### config.mk
export PLATFORM = sky130hd
export DESIGN_NAME = key_debounce_toggle_long_press_unit_flat
export DESIGN_NICKNAME = d
export VERILOG_FILES = /design/src/sv/kdt_pkg.sv /design/src/sv/kdt_in_if.sv /design/src/sv/kdt_out_if.sv /design/src/sv/key_debounce_toggle_long_press_unit.sv /design/src/sv/kdt_front.sv /design/src/sv/kdt_queue.sv /design/src/sv/kdt_back.sv /design/src/flat_wrapper.sv
export VERILOG_INCLUDE_DIRS = /design/src /design/src/sv
export SDC_FILE = /design/constraint.sdc
export NUM_CORES = 1
export LEC_CHECK = 0
export BUFFER_PORTS_ARGS = -buffer_cell sky130_fd_sc_hd__buf_2
export CAP_MARGIN = 20
export CELL_PAD_IN_SITES_DETAIL_PLACEMENT = 0
export CELL_PAD_IN_SITES_GLOBAL_PLACEMENT = 1
export CORE_MARGIN = 5
export CORE_UTILIZATION = 53
export DETAILED_ROUTE_END_ITERATION = 6
export PLACE_DENSITY = 0.94
export SETUP_SLACK_MARGIN = 0.02
export SYNTH_ARGS = -nofsm -noshare
export SYNTH_HDL_FRONTEND = slang
export SYNTH_SLANG_ARGS = --single-unit
### constraint.sdc
create_clock -name clk -period 8.9 [get_ports clk]
set_clock_uncertainty 0.05 [all_clocks]
set_input_delay 0.89 -clock clk [delete_from_list [all_inputs] [get_ports clk]]
set_output_delay 0.89 -clock clk [all_outputs]
set_load 0.01 [all_outputs]
### src/sv/key_debounce_toggle_long_press_unit_assert.svh
// assertion macros for the key debounce unit
// used by the top level only; expands to nothing under SYNTHESIS
`ifndef KEY_DEBOUNCE_TOGGLE_LONG_PRESS_UNIT_ASSERT_SVH
`define KEY_DEBOUNCE_TOGGLE_LONG_PRESS_UNIT_ASSERT_SVH

`ifndef SYNTHESIS
// condition that must hold at every clock edge out of reset
`define KDT_ASSERT_ALWAYS(label, cond) \
	label: assert property (@(posedge clk) disable iff (!arst_n) (cond)) \
		else $error("kdt check failed");
// implication checked at every clock edge out of reset
`define KDT_ASSERT_IMPLY(label, ante, cons) \
	label: assert property (@(posedge clk) disable iff (!arst_n) (ante) |-> (cons)) \
		else $error("kdt check failed");
`else
`define KDT_ASSERT_ALWAYS(label, cond)
`define KDT_ASSERT_IMPLY(label, ante, cons)
`endif

`endif

### src/sv/kdt_pkg.sv
// shared types and constants for the key debounce unit
// no dependencies
`timescale 1ns / 1ps

package kdt_pkg;

	// configuration register indexes
	localparam int unsigned CfgIdxW = 2;
	localparam logic [CfgIdxW-1:0] REG_DEBOUNCE_SAMPLES = 2'd0;
	localparam logic [CfgIdxW-1:0] REG_DEBOUNCE_ON      = 2'd1;
	localparam logic [CfgIdxW-1:0] REG_ACTIVE_LEVEL     = 2'd2;
	localparam logic [CfgIdxW-1:0] REG_LONG_PRESS_MS    = 2'd3;
	localparam int unsigned CfgDataW = 32;

	// register reset values
	localparam logic [15:0] RST_DEBOUNCE_SAMPLES = 16'd20;
	localparam logic        RST_DEBOUNCE_ON      = 1'b1;
	localparam logic        RST_ACTIVE_LEVEL     = 1'b0;
	localparam logic [31:0] RST_LONG_PRESS_MS    = 32'd1000;

	// press event codes
	localparam logic [1:0] EV_IDLE       = 2'd0;
	localparam logic [1:0] EV_SHORT      = 2'd1;
	localparam logic [1:0] EV_LONG_READY = 2'd2;
	localparam logic [1:0] EV_LONG_HOLD  = 2'd3;

	// queue between front and back
	localparam int unsigned QueueDepth = 2;
	localparam int unsigned QPtrW      = (QueueDepth > 1) ? $clog2(QueueDepth) : 1;
	localparam int unsigned QCntW      = $clog2(QueueDepth + 1);

	typedef struct packed {
		logic [15:0] debounce_samples;
		logic        debounce_on;
		logic        active_level;
		logic [31:0] long_press_ms;
	} kdt_cfg_t;

	// classified sample handed from front to back
	typedef struct packed {
		logic        level;
		logic        toggle;
		logic [31:0] now_ms;
	} kdt_entry_t;

	typedef struct packed {
		logic full;
		logic empty;
	} kdt_q_status_t;

endpackage

### src/sv/kdt_in_if.sv
// input channel: raw key sample and timestamp with valid/ready
// no dependencies
`timescale 1ns / 1ps

interface kdt_in_if;
	logic        valid;
	logic        ready;
	logic        raw_level;
	logic [31:0] now_ms;

	modport source (output valid, output raw_level, output now_ms, input ready);
	modport sink (input valid, input raw_level, input now_ms, output ready);
endinterface

### src/sv/kdt_out_if.sv
// output channel: level, toggle latch and press event with valid/ready
// no dependencies
`timescale 1ns / 1ps

interface kdt_out_if;
	logic       valid;
	logic       ready;
	logic       stable_out;
	logic       toggle_out;
	logic [1:0] press_event;

	modport source (output valid, output stable_out, output toggle_out,
		output press_event, input ready);
	modport sink (input valid, input stable_out, input toggle_out,
		input press_event, output ready);
endinterface

### src/sv/key_debounce_toggle_long_press_unit.sv
// Key debounce, toggle latch and long-press detector.
// sample channel: raw key level and a millisecond timestamp, one per transaction.
// result channel: one transaction per sample with the level in use, the toggle
// latch and the press event (idle, short, long ready, long hold).
// Configuration: write cfg_wr_en with cfg_index and cfg_wdata, only while idle.
// The front end debounces and toggles in the accept cycle; a two-entry queue
// feeds the back end, which times presses and loads the output register.
// An accepted sample is written to a queue slot and then loaded into the output
// register, where its result becomes valid; a stall can hold it in the queue.
// Throughput: one sample per cycle while result.ready stays high, set by the front
// and back stages; the press timing path is one 32-bit subtract and compare.
// Reset clears all key state and loads the register reset values.
// When the receiver stalls, the result holds in the output register, the back
// end stops draining, and sample.ready falls once the queue is full.
// depends on kdt_pkg, kdt_in_if, kdt_out_if, kdt_front, kdt_queue, kdt_back
`timescale 1ns / 1ps
`include "key_debounce_toggle_long_press_unit_assert.svh"

module key_debounce_toggle_long_press_unit import kdt_pkg::*; (
	input  logic                clk,
	input  logic                arst_n,
	kdt_in_if.sink              sample,
	kdt_out_if.source           result,
	input  logic                cfg_wr_en,
	input  logic [CfgIdxW-1:0]  cfg_index,
	input  logic [CfgDataW-1:0] cfg_wdata
);

	kdt_cfg_t      cfg_q;
	kdt_q_status_t q_stat;
	kdt_entry_t    push_entry;
	kdt_entry_t    head;
	logic          push;
	logic          pop;

	// configuration registers
	always_ff @(posedge clk or negedge arst_n) begin
		if (!arst_n) begin
			cfg_q.debounce_samples <= RST_DEBOUNCE_SAMPLES;
			cfg_q.debounce_on      <= RST_DEBOUNCE_ON;
			cfg_q.active_level     <= RST_ACTIVE_LEVEL;
			cfg_q.long_press_ms    <= RST_LONG_PRESS_MS;
		end else if (cfg_wr_en) begin
			case (cfg_index)
				REG_DEBOUNCE_SAMPLES: cfg_q.debounce_samples <= cfg_wdata[15:0];
				REG_DEBOUNCE_ON:      cfg_q.debounce_on      <= cfg_wdata[0];
				REG_ACTIVE_LEVEL:     cfg_q.active_level     <= cfg_wdata[0];
				REG_LONG_PRESS_MS:    cfg_q.long_press_ms    <= cfg_wdata[31:0];
				default: ;
			endcase
		end
	end

	kdt_front u_front (
		.clk        (clk),
		.arst_n     (arst_n),
		.cfg        (cfg_q),
		.sample     (sample),
		.q_stat     (q_stat),
		.push       (push),
		.push_entry (push_entry)
	);

	kdt_queue u_queue (
		.clk        (clk),
		.arst_n     (arst_n),
		.push       (push),
		.push_entry (push_entry),
		.pop        (pop),
		.head       (head),
		.q_stat     (q_stat)
	);

	kdt_back u_back (
		.clk    (clk),
		.arst_n (arst_n),
		.cfg    (cfg_q),
		.head   (head),
		.q_stat (q_stat),
		.pop    (pop),
		.result (result)
	);

	// checks
	`KDT_ASSERT_ALWAYS(a_q_full_empty, !(q_stat.full && q_stat.empty))
	`KDT_ASSERT_IMPLY(a_no_pop_empty, q_stat.empty, !pop)
	`KDT_ASSERT_IMPLY(a_no_push_full, q_stat.full, !push)
	`KDT_ASSERT_IMPLY(a_result_kept, $fell(result.valid), $past(result.ready))

endmodule

### src/sv/kdt_front.sv
// front end: accepts samples, debounces the level and runs the toggle latch
// depends on kdt_pkg and kdt_in_if
`timescale 1ns / 1ps

module kdt_front import kdt_pkg::*; (
	input  logic          clk,
	input  logic          arst_n,
	input  kdt_cfg_t      cfg,
	kdt_in_if.sink        sample,
	input  kdt_q_status_t q_stat,
	output logic          push,
	output kdt_entry_t    push_entry
);

	logic        stable_q;
	logic [15:0] mismatch_q;
	logic        prev_level_q;
	logic        toggle_q;

	logic        stable_d;
	logic [15:0] mismatch_d;
	logic [15:0] mismatch_inc;
	logic        level;
	logic        toggle_d;

	assign sample.ready = !q_stat.full;
	assign push         = sample.valid && !q_stat.full;

	// counter debounce, saturating at the counter maximum
	always_comb begin
		stable_d     = stable_q;
		mismatch_d   = mismatch_q;
		mismatch_inc = (mismatch_q == 16'hFFFF) ? mismatch_q : mismatch_q + 16'd1;
		if (cfg.debounce_on) begin
			if (sample.raw_level != stable_q) begin
				if (mismatch_inc >= cfg.debounce_samples) begin
					stable_d   = sample.raw_level;
					mismatch_d = '0;
				end else begin
					mismatch_d = mismatch_inc;
				end
			end else begin
				mismatch_d = '0;
			end
			level = stable_d;
		end else begin
			level = sample.raw_level;
		end
	end

	// rising edge of the level flips the latch
	assign toggle_d = (level && !prev_level_q) ? !toggle_q : toggle_q;

	assign push_entry.level  = level;
	assign push_entry.toggle = toggle_d;
	assign push_entry.now_ms = sample.now_ms;

	// state advances on each accepted transaction
	always_ff @(posedge clk or negedge arst_n) begin
		if (!arst_n) begin
			stable_q     <= 1'b0;
			mismatch_q   <= '0;
			prev_level_q <= 1'b0;
			toggle_q     <= 1'b0;
		end else if (push) begin
			stable_q     <= stable_d;
			mismatch_q   <= mismatch_d;
			prev_level_q <= level;
			toggle_q     <= toggle_d;
		end
	end

endmodule

### src/sv/kdt_queue.sv
// short fifo of classified samples between front and back
// depends on kdt_pkg
`timescale 1ns / 1ps

module kdt_queue import kdt_pkg::*; (
	input  logic          clk,
	input  logic          arst_n,
	input  logic          push,
	input  kdt_entry_t    push_entry,
	input  logic          pop,
	output kdt_entry_t    head,
	output kdt_q_status_t q_stat
);

	kdt_entry_t       slot_q [QueueDepth];
	logic [QPtrW-1:0] wr_ptr_q;
	logic [QPtrW-1:0] rd_ptr_q;
	logic [QCntW-1:0] count_q;

	assign q_stat.full  = (count_q == QCntW'(QueueDepth));
	assign q_stat.empty = (count_q == '0);
	assign head         = slot_q[rd_ptr_q];

	function automatic logic [QPtrW-1:0] ptr_next(input logic [QPtrW-1:0] p);
		return (p == QPtrW'(QueueDepth - 1)) ? '0 : p + QPtrW'(1);
	endfunction

	// storage
	always_ff @(posedge clk) begin
		if (push) begin
			slot_q[wr_ptr_q] <= push_entry;
		end
	end

	// pointers and fill count
	always_ff @(posedge clk or negedge arst_n) begin
		if (!arst_n) begin
			wr_ptr_q <= '0;
			rd_ptr_q <= '0;
			count_q  <= '0;
		end else begin
			if (push) begin
				wr_ptr_q <= ptr_next(wr_ptr_q);
			end
			if (pop) begin
				rd_ptr_q <= ptr_next(rd_ptr_q);
			end
			if (push && !pop) begin
				count_q <= count_q + QCntW'(1);
			end else if (pop && !push) begin
				count_q <= count_q - QCntW'(1);
			end
		end
	end

endmodule

### src/sv/kdt_back.sv
// back end: press timing and the output register
// depends on kdt_pkg and kdt_out_if
`timescale 1ns / 1ps

module kdt_back import kdt_pkg::*; (
	input  logic          clk,
	input  logic          arst_n,
	input  kdt_cfg_t      cfg,
	input  kdt_entry_t    head,
	input  kdt_q_status_t q_stat,
	output logic          pop,
	kdt_out_if.source     result
);

	logic        pressing_q;
	logic        long_fired_q;
	logic [31:0] start_q;

	logic        out_valid_q;
	logic        stable_q;
	logic        toggle_q;
	logic [1:0]  event_q;

	logic        active;
	logic [31:0] elapsed;
	logic [31:0] hold;
	logic        reached;
	logic [1:0]  event_d;

	// take the head when the output register is free or being drained
	assign pop = !q_stat.empty && (!out_valid_q || result.ready);

	// hold time with wrapping subtraction
	always_comb begin
		active  = (head.level == cfg.active_level);
		elapsed = head.now_ms - start_q;
		hold    = pressing_q ? elapsed : '0;
		reached = (hold >= cfg.long_press_ms);
		if (active) begin
			if (reached) begin
				event_d = (pressing_q && long_fired_q) ? EV_LONG_HOLD : EV_LONG_READY;
			end else begin
				event_d = EV_IDLE;
			end
		end else begin
			event_d = (pressing_q && !reached) ? EV_SHORT : EV_IDLE;
		end
	end

	// press state
	always_ff @(posedge clk or negedge arst_n) begin
		if (!arst_n) begin
			pressing_q   <= 1'b0;
			long_fired_q <= 1'b0;
			start_q      <= '0;
		end else if (pop) begin
			pressing_q   <= active;
			long_fired_q <= active && (reached || (pressing_q && long_fired_q));
			if (!active) begin
				start_q <= '0;
			end else if (!pressing_q) begin
				start_q <= head.now_ms;
			end
		end
	end

	// output register valid
	always_ff @(posedge clk or negedge arst_n) begin
		if (!arst_n) begin
			out_valid_q <= 1'b0;
		end else if (pop) begin
			out_valid_q <= 1'b1;
		end else if (result.ready) begin
			out_valid_q <= 1'b0;
		end
	end

	// output register payload
	always_ff @(posedge clk) begin
		if (pop) begin
			stable_q <= head.level;
			toggle_q <= head.toggle;
			event_q  <= event_d;
		end
	end

	assign result.valid       = out_valid_q;
	assign result.stable_out  = stable_q;
	assign result.toggle_out  = toggle_q;
	assign result.press_event = event_q;

endmodule

### src/flat_wrapper.sv
// flat-port wrapper written by rule: the top's interface ports become plain ports
module key_debounce_toggle_long_press_unit_flat import kdt_pkg::*;
  (clk, arst_n, cfg_wr_en, cfg_index, cfg_wdata, sample_valid, sample_raw_level, sample_now_ms, sample_ready, result_valid, result_stable_out, result_toggle_out, result_press_event, result_ready);
  kdt_in_if sample_i ();
  kdt_out_if result_i ();
  input  logic clk;
  input  logic arst_n;
  input  logic cfg_wr_en;
  input  logic [CfgIdxW-1:0] cfg_index;
  input  logic [CfgDataW-1:0] cfg_wdata;
  input wire logic [$bits(sample_i.valid)-1:0] sample_valid;
  input wire logic [$bits(sample_i.raw_level)-1:0] sample_raw_level;
  input wire logic [$bits(sample_i.now_ms)-1:0] sample_now_ms;
  output wire logic [$bits(sample_i.ready)-1:0] sample_ready;
  output wire logic [$bits(result_i.valid)-1:0] result_valid;
  output wire logic [$bits(result_i.stable_out)-1:0] result_stable_out;
  output wire logic [$bits(result_i.toggle_out)-1:0] result_toggle_out;
  output wire logic [$bits(result_i.press_event)-1:0] result_press_event;
  input wire logic [$bits(result_i.ready)-1:0] result_ready;
  assign sample_i.valid = sample_valid;
  assign sample_i.raw_level = sample_raw_level;
  assign sample_i.now_ms = sample_now_ms;
  assign sample_ready = sample_i.ready;
  assign result_valid = result_i.valid;
  assign result_stable_out = result_i.stable_out;
  assign result_toggle_out = result_i.toggle_out;
  assign result_press_event = result_i.press_event;
  assign result_i.ready = result_ready;
  key_debounce_toggle_long_press_unit u_core (.clk(clk), .arst_n(arst_n), .sample(sample_i), .result(result_i), .cfg_wr_en(cfg_wr_en), .cfg_index(cfg_index), .cfg_wdata(cfg_wdata));
endmodule
==> impl_metrics.ini, run 1 <==
[timing]
fin_crit_ps = 5680
worstMarginPinSlew_ps = 1060
ratio_of_final_minimum_period_to_clock_period_pct = 63.8
fmaxAchievable_mhz = 176
setup-violations-final = 0
maxSlewViolCount = 0
final-hold-violation-count = 0
rsz_0062_raised_after_global_routing = false
finalSetupTns_ps = 0
slew_headroom_pct = 29.0

[floorplanning]
ios = 78
width_of_the_chip_um = 150
placement_rows = 51
chipHeight_um = 150
fp.dieArea_um2 = 22600
core_region_um2 = 19400
initial_standard_cell_utilization_of_the_core_pct = 53.7

[clocking]
postCtsResizedCells = 0
insertion_delay_ps = 420
cts_hold_repair.buffers = 0
htree_num_levels = 4
cts-root-buf = clkbuf_16
cts-root-to-sink-buffers = 2
clock-sinks = 180
clk_pin_slew_ps = 70
tritoncts_clock_tree = built
cts_setup_buffers = 0
cts_made_buffers = 17

[synthesis]
ys.flop_type = dfrtp_1
distinct_cells_synth = 72
synth_sequential_area_ratio_pct = 46.8
post_synth_instance_area_um2 = 10400
number_of_flops_mapped_to_enable_cells_by_yosys = 72
async_reset_ff_share_pct = 60.0
postSynthNetCount = 1112
synth_area_per_cell_um2 = 10.9
postSynthRegisterBits = 180
synthesis.yosys.warnings = 0
postSynthCellCount = 957

[placed_design]
place.detailed.hpwl_mm = 16.1
placed_cells = 1276
gpl.final_weighted_congestion = 0.875
port_buffers = 77

[global_routing]
globalRouteTotalUtil_pct = 20.5
number_of_antenna_violations_at_the_first_check_in_global_routing = 0
pin_count_of_the_biggest_net_entering_global_routing = 61
first_global_vias = 7403
global_route_wire_length_before_repair_mm = 36.9
globalRoute.totalOverflow = 0

[layout]
layout-drive-gt1-share_pct = 20.8
antenna_cells = 0
area.growth.synth_to_final_pct = 12.0
num-nets-final = 1185
postLayoutCoreUtil_pct = 60.2
finalNonFillerCells = 1308

[detailed_routing]
count_of_routing_violations_after_the_opening_detailed_route_iteration = 502
drc = 0
first_pass_iters = 5
post_drt_via_cell_ratio = 5.60
number_of_nets_with_antenna_violations_after_detailed_routing = 0
finalWirelength_mm = 22.1
vias = 7326
wl_per_cell_um = 16.9

[pwr]
combinationalPowerShare_pct = 50.7
power.internal_uw = 2420
share_of_power_burned_in_the_clock_network_pct = 19.6
power.share.sequential_pct = 29.7
power.leakage_uw = 0.00519
power_switching_share_pct = 39.6
pwr_density_cell_nw_per_um2 = 344
vdd_ir_drop_max_mv = 0.277
switchingPower_uw = 1590

[worst_hold_path]
worst_hold_launch = u_core.u_front.mismatch_q[10]
hold_path_end = u_core.u_front.mismatch_q[10]
holdCritPathClass = register to register
hold_depth = 1

[run_status]
status = finished, final reports clean

[critical_path]
worstRegToRegCells = 19
rr_startpoint = u_core.u_queue.rd_ptr_q
timing.rr.end = u_core.u_back.result.press_event[0]
crit_type = register to register
worstSetupStartpointType = register
cp_max_fo = 25
setup.reg_to_reg.worst_slack_ps = 3220
worst-endpoint-arrival_ps = 5910
crit_path_end_kind = register
worstPathRequired_ps = 9130

[run]
drv.max_cap_violation_count = 0
[power by group through the flow]
stage	Sequential [µW]	Combinational, µW	Clock, µW
6_report	1190	2030	787
5_1_grt	1210	2290	833
3_3_place_gp	1200	1980	0
2_1_floorplan	1170	1560	0
4_1_cts	1190	2050	798
3_5_place_dp	1210	2020	0
[cell usage after synthesis, types with 5 or more instances]
cell | count | share of area (%)
a211oi_1 | 6 | 0.43
a21o_1 | 21 | 1.5
a21oi_1 | 43 | 2.1
a22o_1 | 35 | 2.9
a31oi_1 | 21 | 1.3
and2_1 | 21 | 1.3
and3_1 | 10 | 0.60
buf_1 | 5 | 0.18
clkbuf_1 | 19 | 0.68
dfrtp_1 | 99 | 24
dfstp_2 | 9 | 2.3
edfxtp_1 | 72 | 21
ha_1 | 82 | 9.8
inv_1 | 94 | 3.4
mux2_2 | 67 | 7.2
mux2i_1 | 13 | 1.2
nand2_1 | 75 | 2.7
nand2b_1 | 16 | 0.96
nand3_1 | 16 | 0.77
nand4_1 | 10 | 0.60
nor2_1 | 35 | 1.3
nor2b_1 | 6 | 0.36
nor3_1 | 9 | 0.43
o211ai_1 | 6 | 0.43
o21a_1 | 8 | 0.58
o21ai_0 | 42 | 2.0
o21ai_1 | 6 | 0.29
or3_1 | 7 | 0.42
xnor2_1 | 25 | 2.1
xor2_1 | 11 | 0.92
[layer usage]
layer,track usage (%),up-vias,wire [µm]
met1,27.4,3548,10200
li1,-,3596,-
met3,3.73,26,806
met2,34.4,156,10700
met5,0,-,0
met4,5.90,0,447
[worst max path at each step]
stage                            startpoint                                   to
finish              u_core.u_queue.rd_ptr_q  u_core.u_back.result.press_event[0]
global route        u_core.u_queue.rd_ptr_q  u_core.u_back.result.press_event[0]
CTS                 u_core.u_queue.rd_ptr_q  u_core.u_back.result.press_event[0]
detailed placement  u_core.u_queue.rd_ptr_q  u_core.u_back.result.press_event[0]
global placement    u_core.u_queue.rd_ptr_q  u_core.u_back.result.press_event[0]
floorplan           u_core.u_queue.rd_ptr_q  u_core.u_back.result.press_event[0]
[cell type report]
class / instances / area [µm²]
well taps: 265 / 332
multi-input cells: 651 / 5040
clock inverters: 10 / 146
repair buffers: 86 / 455
flip-flops and latches: 180 / 4880
inverters: 94 / 353
clock buffers: 22 / 465
fillers: 1661 / 7730
[registers in the layout, summed over array words and instances (netlist names)]
| signal | flops |
|---|---|
| u_core.u_back.result.press_event | 2 |
| u_core.u_back.result.stable_out | 1 |
| u_core.u_queue.count_q | 2 |
| u_core.u_queue.rd_ptr_q | 1 |
| u_core.u_back.start_q | 32 |
| u_core.u_front.mismatch_q | 16 |
| u_core.u_front.stable_q | 1 |
| u_core.cfg_q | 50 |
| u_core.u_back.result.toggle_out | 1 |
| u_core.u_back.long_fired_q | 1 |
| u_core.u_queue.slot_q | 68 |
| u_core.u_queue.wr_ptr_q | 1 |
| u_core.u_back.result.valid | 1 |
| u_core.u_front.prev_level_q | 1 |
| u_core.u_front.toggle_q | 1 |
| u_core.u_back.pressing_q | 1 |
[per-stage QoR]
stage | instance area (µm²) | setup slack [ps] | power (µW) | hold WS, ps
after global routing | 11700 | 2770 | 4330 | 455
final | 11700 | 3220 | 4010 | 431
after global placement | 11100 | 3320 | 3180 | 415
after floorplan | 10400 | 3770 | 2730 | 399
after detailed placement | 11100 | 3250 | 3220 | 425
after CTS | 11700 | 3230 | 4040 | 433
[logic make-up after synthesis]
| group | share of synthesized area [%] |
|---|---|
| AND/OR/NAND/NOR | 11.4 |
| multiplexers | 8.60 |
| adder cells (fa/ha/maj) | 10.0 |
| flip-flops | 46.8 |
| XOR/XNOR | 3.03 |
| AO/OA/AOI/OAI | 15.2 |
| buffers and inverters | 4.92 |
[critical path, cell delays in order, from the launching register on]
cell and delay, ps:
dfrtp_1 590, buf_4 410, mux2_2 400, ha_1 390, a21oi_1 350, a21oi_1 170, a2111oi_4 400, nor2_2 100
a211oi_4 360, a41oi_1 220, mux2i_1 170, ha_1 310, nand3_1 70, or3_1 380, a2111oi_2 350, nand3_1 130
o41ai_2 200, nor3_1 140, nand3b_1 180, a21boi_1 120
[placed cells by master (no fill, tap or decap), types with 3 or more instances in the layout]
master / synthesis / routed
nor2b_1: 6 / 6
o2111ai_1: 4 / 4
inv_1: 94 / 94
o21ai_0: 42 / 42
or3_1: 7 / 7
clkbuf_16: 0 / 18
a211oi_1: 6 / 6
a22o_1: 35 / 35
bufinv_16: 0 / 3
dfstp_2: 9 / 9
a21o_1: 21 / 21
o21a_1: 8 / 8
xnor2_1: 25 / 25
xor2_1: 11 / 11
o21ai_1: 6 / 6
buf_4: 2 / 10
a41oi_1: 4 / 4
clkbuf_1: 19 / 4
inv_6: 0 / 3
mux2_2: 67 / 67
o211ai_1: 6 / 6
nand3_1: 16 / 16
nand2b_1: 16 / 16
a211o_1: 3 / 3
a31oi_1: 21 / 21
nand2_1: 75 / 75
dfrtp_1: 99 / 99
ha_1: 82 / 82
mux2i_1: 13 / 13
nor3_1: 9 / 8
a21oi_1: 43 / 43
nand4_1: 10 / 10
nor2_1: 35 / 34
and4_1: 3 / 3
and3_1: 10 / 10
edfxtp_1: 72 / 72
and2_1: 21 / 21
buf_2: 1 / 76
No activity file was read; power rests on OpenSTA's default activity.
==> run 2: changes to the inputs <==
Settings changed: CORE_UTILIZATION 53 to 49, PLACE_DENSITY 0.94 to 0.88.
Clock period 8.9 ns to 5.6 ns, I/O delays scaled along.
==> run 2 against run 1 <==
Compared with the run above:
- global-route usage down 1.5 points
- worst setup slack lost 2800 ps
- final cell count increased by 1.1%
- wire length up 1.0%
- utilization is 4.1 points lower
- worst hold slack got worse by 270 ps
- total power is 61% higher
- sequential share of layout area decreased by 0.28 points
- sequential power is 59% higher
- maximum frequency increased by 9.1%
- register-to-register slack lost 2800 ps
- clock power grew 63%
- critical path type unchanged
- critical endpoint unchanged
==> impl_metrics.ini, run 2 (synthesis gave the netlist of run 1 again) <==
[run_status]
status = finished, final reports clean

[placed_design]
port_buffers = 77
placed_cells = 1290
place.detailed.hpwl_mm = 16.4
gpl.final_weighted_congestion = 0.885

[critical_path]
crit_path_end_kind = register
worst-endpoint-arrival_ps = 5450
crit_type = register to register
cp_max_fo = 13
worstPathRequired_ps = 5840
worstSetupStartpointType = register

[clocking]
clock-sinks = 180
cts_setup_buffers = 0
cts-root-to-sink-buffers = 2
cts_made_buffers = 17
cts-root-buf = clkbuf_16
tritoncts_clock_tree = built
cts_hold_repair.buffers = 0
clk_pin_slew_ps = 70
htree_num_levels = 4
insertion_delay_ps = 430

[timing]
final-hold-violation-count = 0
fin_crit_ps = 5210
setup-violations-final = 0
finalSetupTns_ps = 0
fmaxAchievable_mhz = 192
ratio_of_final_minimum_period_to_clock_period_pct = 93.0
slew_headroom_pct = 35.3
worstMarginPinSlew_ps = 967
maxSlewViolCount = 0
rsz_0062_raised_after_global_routing = false

[detailed_routing]
wl_per_cell_um = 16.9
number_of_nets_with_antenna_violations_after_detailed_routing = 0
finalWirelength_mm = 22.3
vias = 7258
count_of_routing_violations_after_the_opening_detailed_route_iteration = 443
first_pass_iters = 5
drc = 0
post_drt_via_cell_ratio = 5.49

[layout]
final_common_cell = dfrtp_1
finalNonFillerCells = 1322
num-nets-final = 1189
area.growth.synth_to_final_pct = 12.8
antenna_cells = 0
highest_count_cells_in_the_layout_ignoring_fill_and_taps = 99 x dfrtp_1, 94 x inv_1, 82 x ha_1
fillerInstances = 1839
largest_register_ffs = 68
layout-drive-gt1-share_pct = 21.6
largest_registers = u_core.u_queue.slot_q: 68 flops, u_core.cfg_q: 50 flops, u_core.u_back.start_q: 32 flops
regMostFlops = u_core.u_queue.slot_q

[floorplanning]
width_of_the_chip_um = 156
chipHeight_um = 156
fp.dieArea_um2 = 24300
placement_rows = 53
initial_standard_cell_utilization_of_the_core_pct = 49.7
core_region_um2 = 21000
ios = 78

[global_routing]
number_of_antenna_violations_at_the_first_check_in_global_routing = 0
global_route_wire_length_before_repair_mm = 36.9
globalRouteTotalUtil_pct = 19.0
first_global_vias = 7354
globalRoute.totalOverflow = 0
pin_count_of_the_biggest_net_entering_global_routing = 60

[pwr]
power.leakage_uw = 0.00523
vdd_ir_drop_max_mv = 0.353
pwr_density_cell_nw_per_um2 = 549

[run]
drv.max_cap_violation_count = 0

[worst_hold_path]
holdCritPathClass = input port to async pin
[run 2: cell types whose count changed in the layout (fill, tap and decap cells not counted), sizes merged]
cell | before | now
clkbuf | 22 | 17
inv | 97 | 102
buf | 86 | 90
bufinv | 3 | 2
clkinv | 3 | 4
[run 2: layout make-up]
class | instances | area, µm² | area share [%]
multi-input combinational | 651 | 5050 | 43.0
sequential | 180 | 4880 | 41.5
timing repair buffer | 90 | 498 | 4.24
clock buffer | 17 | 425 | 3.62
inverter | 94 | 353 | 3.00
tap | 275 | 344 | 2.93
clock inverter | 15 | 206 | 1.76
[run 2: what timing repair did]
action,4_1_cts,5_1_grt
hold endpoints to repair,0,0
resized for setup,0,1
endpoints found under the setup margin,0,1
[run 2: path summary, 6_finish.rpt]
kind	start	endpoint	slack [ps]	cells past startpoint
setup / recovery	u_core.u_queue.rd_ptr_q	u_core.u_back.result.press_event[0]	390	22
setup reg to reg	u_core.u_queue.rd_ptr_q	u_core.u_back.result.press_event[0]	390	22
hold / removal	arst_n	u_core.cfg_q[37]	160	1
max in group asynchronous	arst_n	u_core.cfg_q[46]	4190	2
hold reg to reg	u_core.u_front.mismatch_q[10]	u_core.u_front.mismatch_q[10]	430	1
min in group clk	sample_now_ms[23]	u_core.u_queue.slot_q[1][23]	250	1
[run 2: metrics by stage]
stage | power, µW | hold WS (ps) | setup WS (ps) | instance area (µm²) | utilization [%]
floorplan | 4340 | 214 | 471 | 10400 | -
global placement | 5100 | 414 | 545 | 11100 | 53.0
global route | 6950 | 223 | 37.5 | 11800 | 56.1
CTS | 6480 | 175 | 416 | 11700 | 56.0
detailed placement | 5160 | 421 | 467 | 11100 | 53.0
finish | 6450 | 157 | 392 | 11800 | 56.1
[run 2: report_power, final]
part / switching [µW] / total, µW / internal (µW)
combinational: 1860 / 3280 / 1420
clock: 589 / 1280 / 689
sequential: 164 / 1890 / 1730
[run 2: per-layer routing]
layer	part of all wire [%]	track usage (%)	wire length, µm	vias to the layer above
met5	0	0	0	-
met1	46	25.4	10300	3500
li1	-	-	-	3606
met2	49	31.8	10800	134
met3	4.0	4.19	889	18
met4	1.1	4.29	246	0
[run 2: worst max-delay path, stage by stage, from the launching register on]
cell and delay (ps):
dfrtp_1 390, buf_4 240, mux2i_1 250, ha_1 200, inv_1 50, fa_1 400, a21o_1 200, nand4_1 130
a21oi_1 160, o211ai_1 270, a21bo_2 170, o311ai_1 160, a31oi_1 260, mux2i_1 100, ha_1 290, nand3_1 80
or3_1 470, a2111oi_2 370, nand3_1 140, o41ai_2 240, nor3_2 120, nand3b_1 170, a21boi_1 130
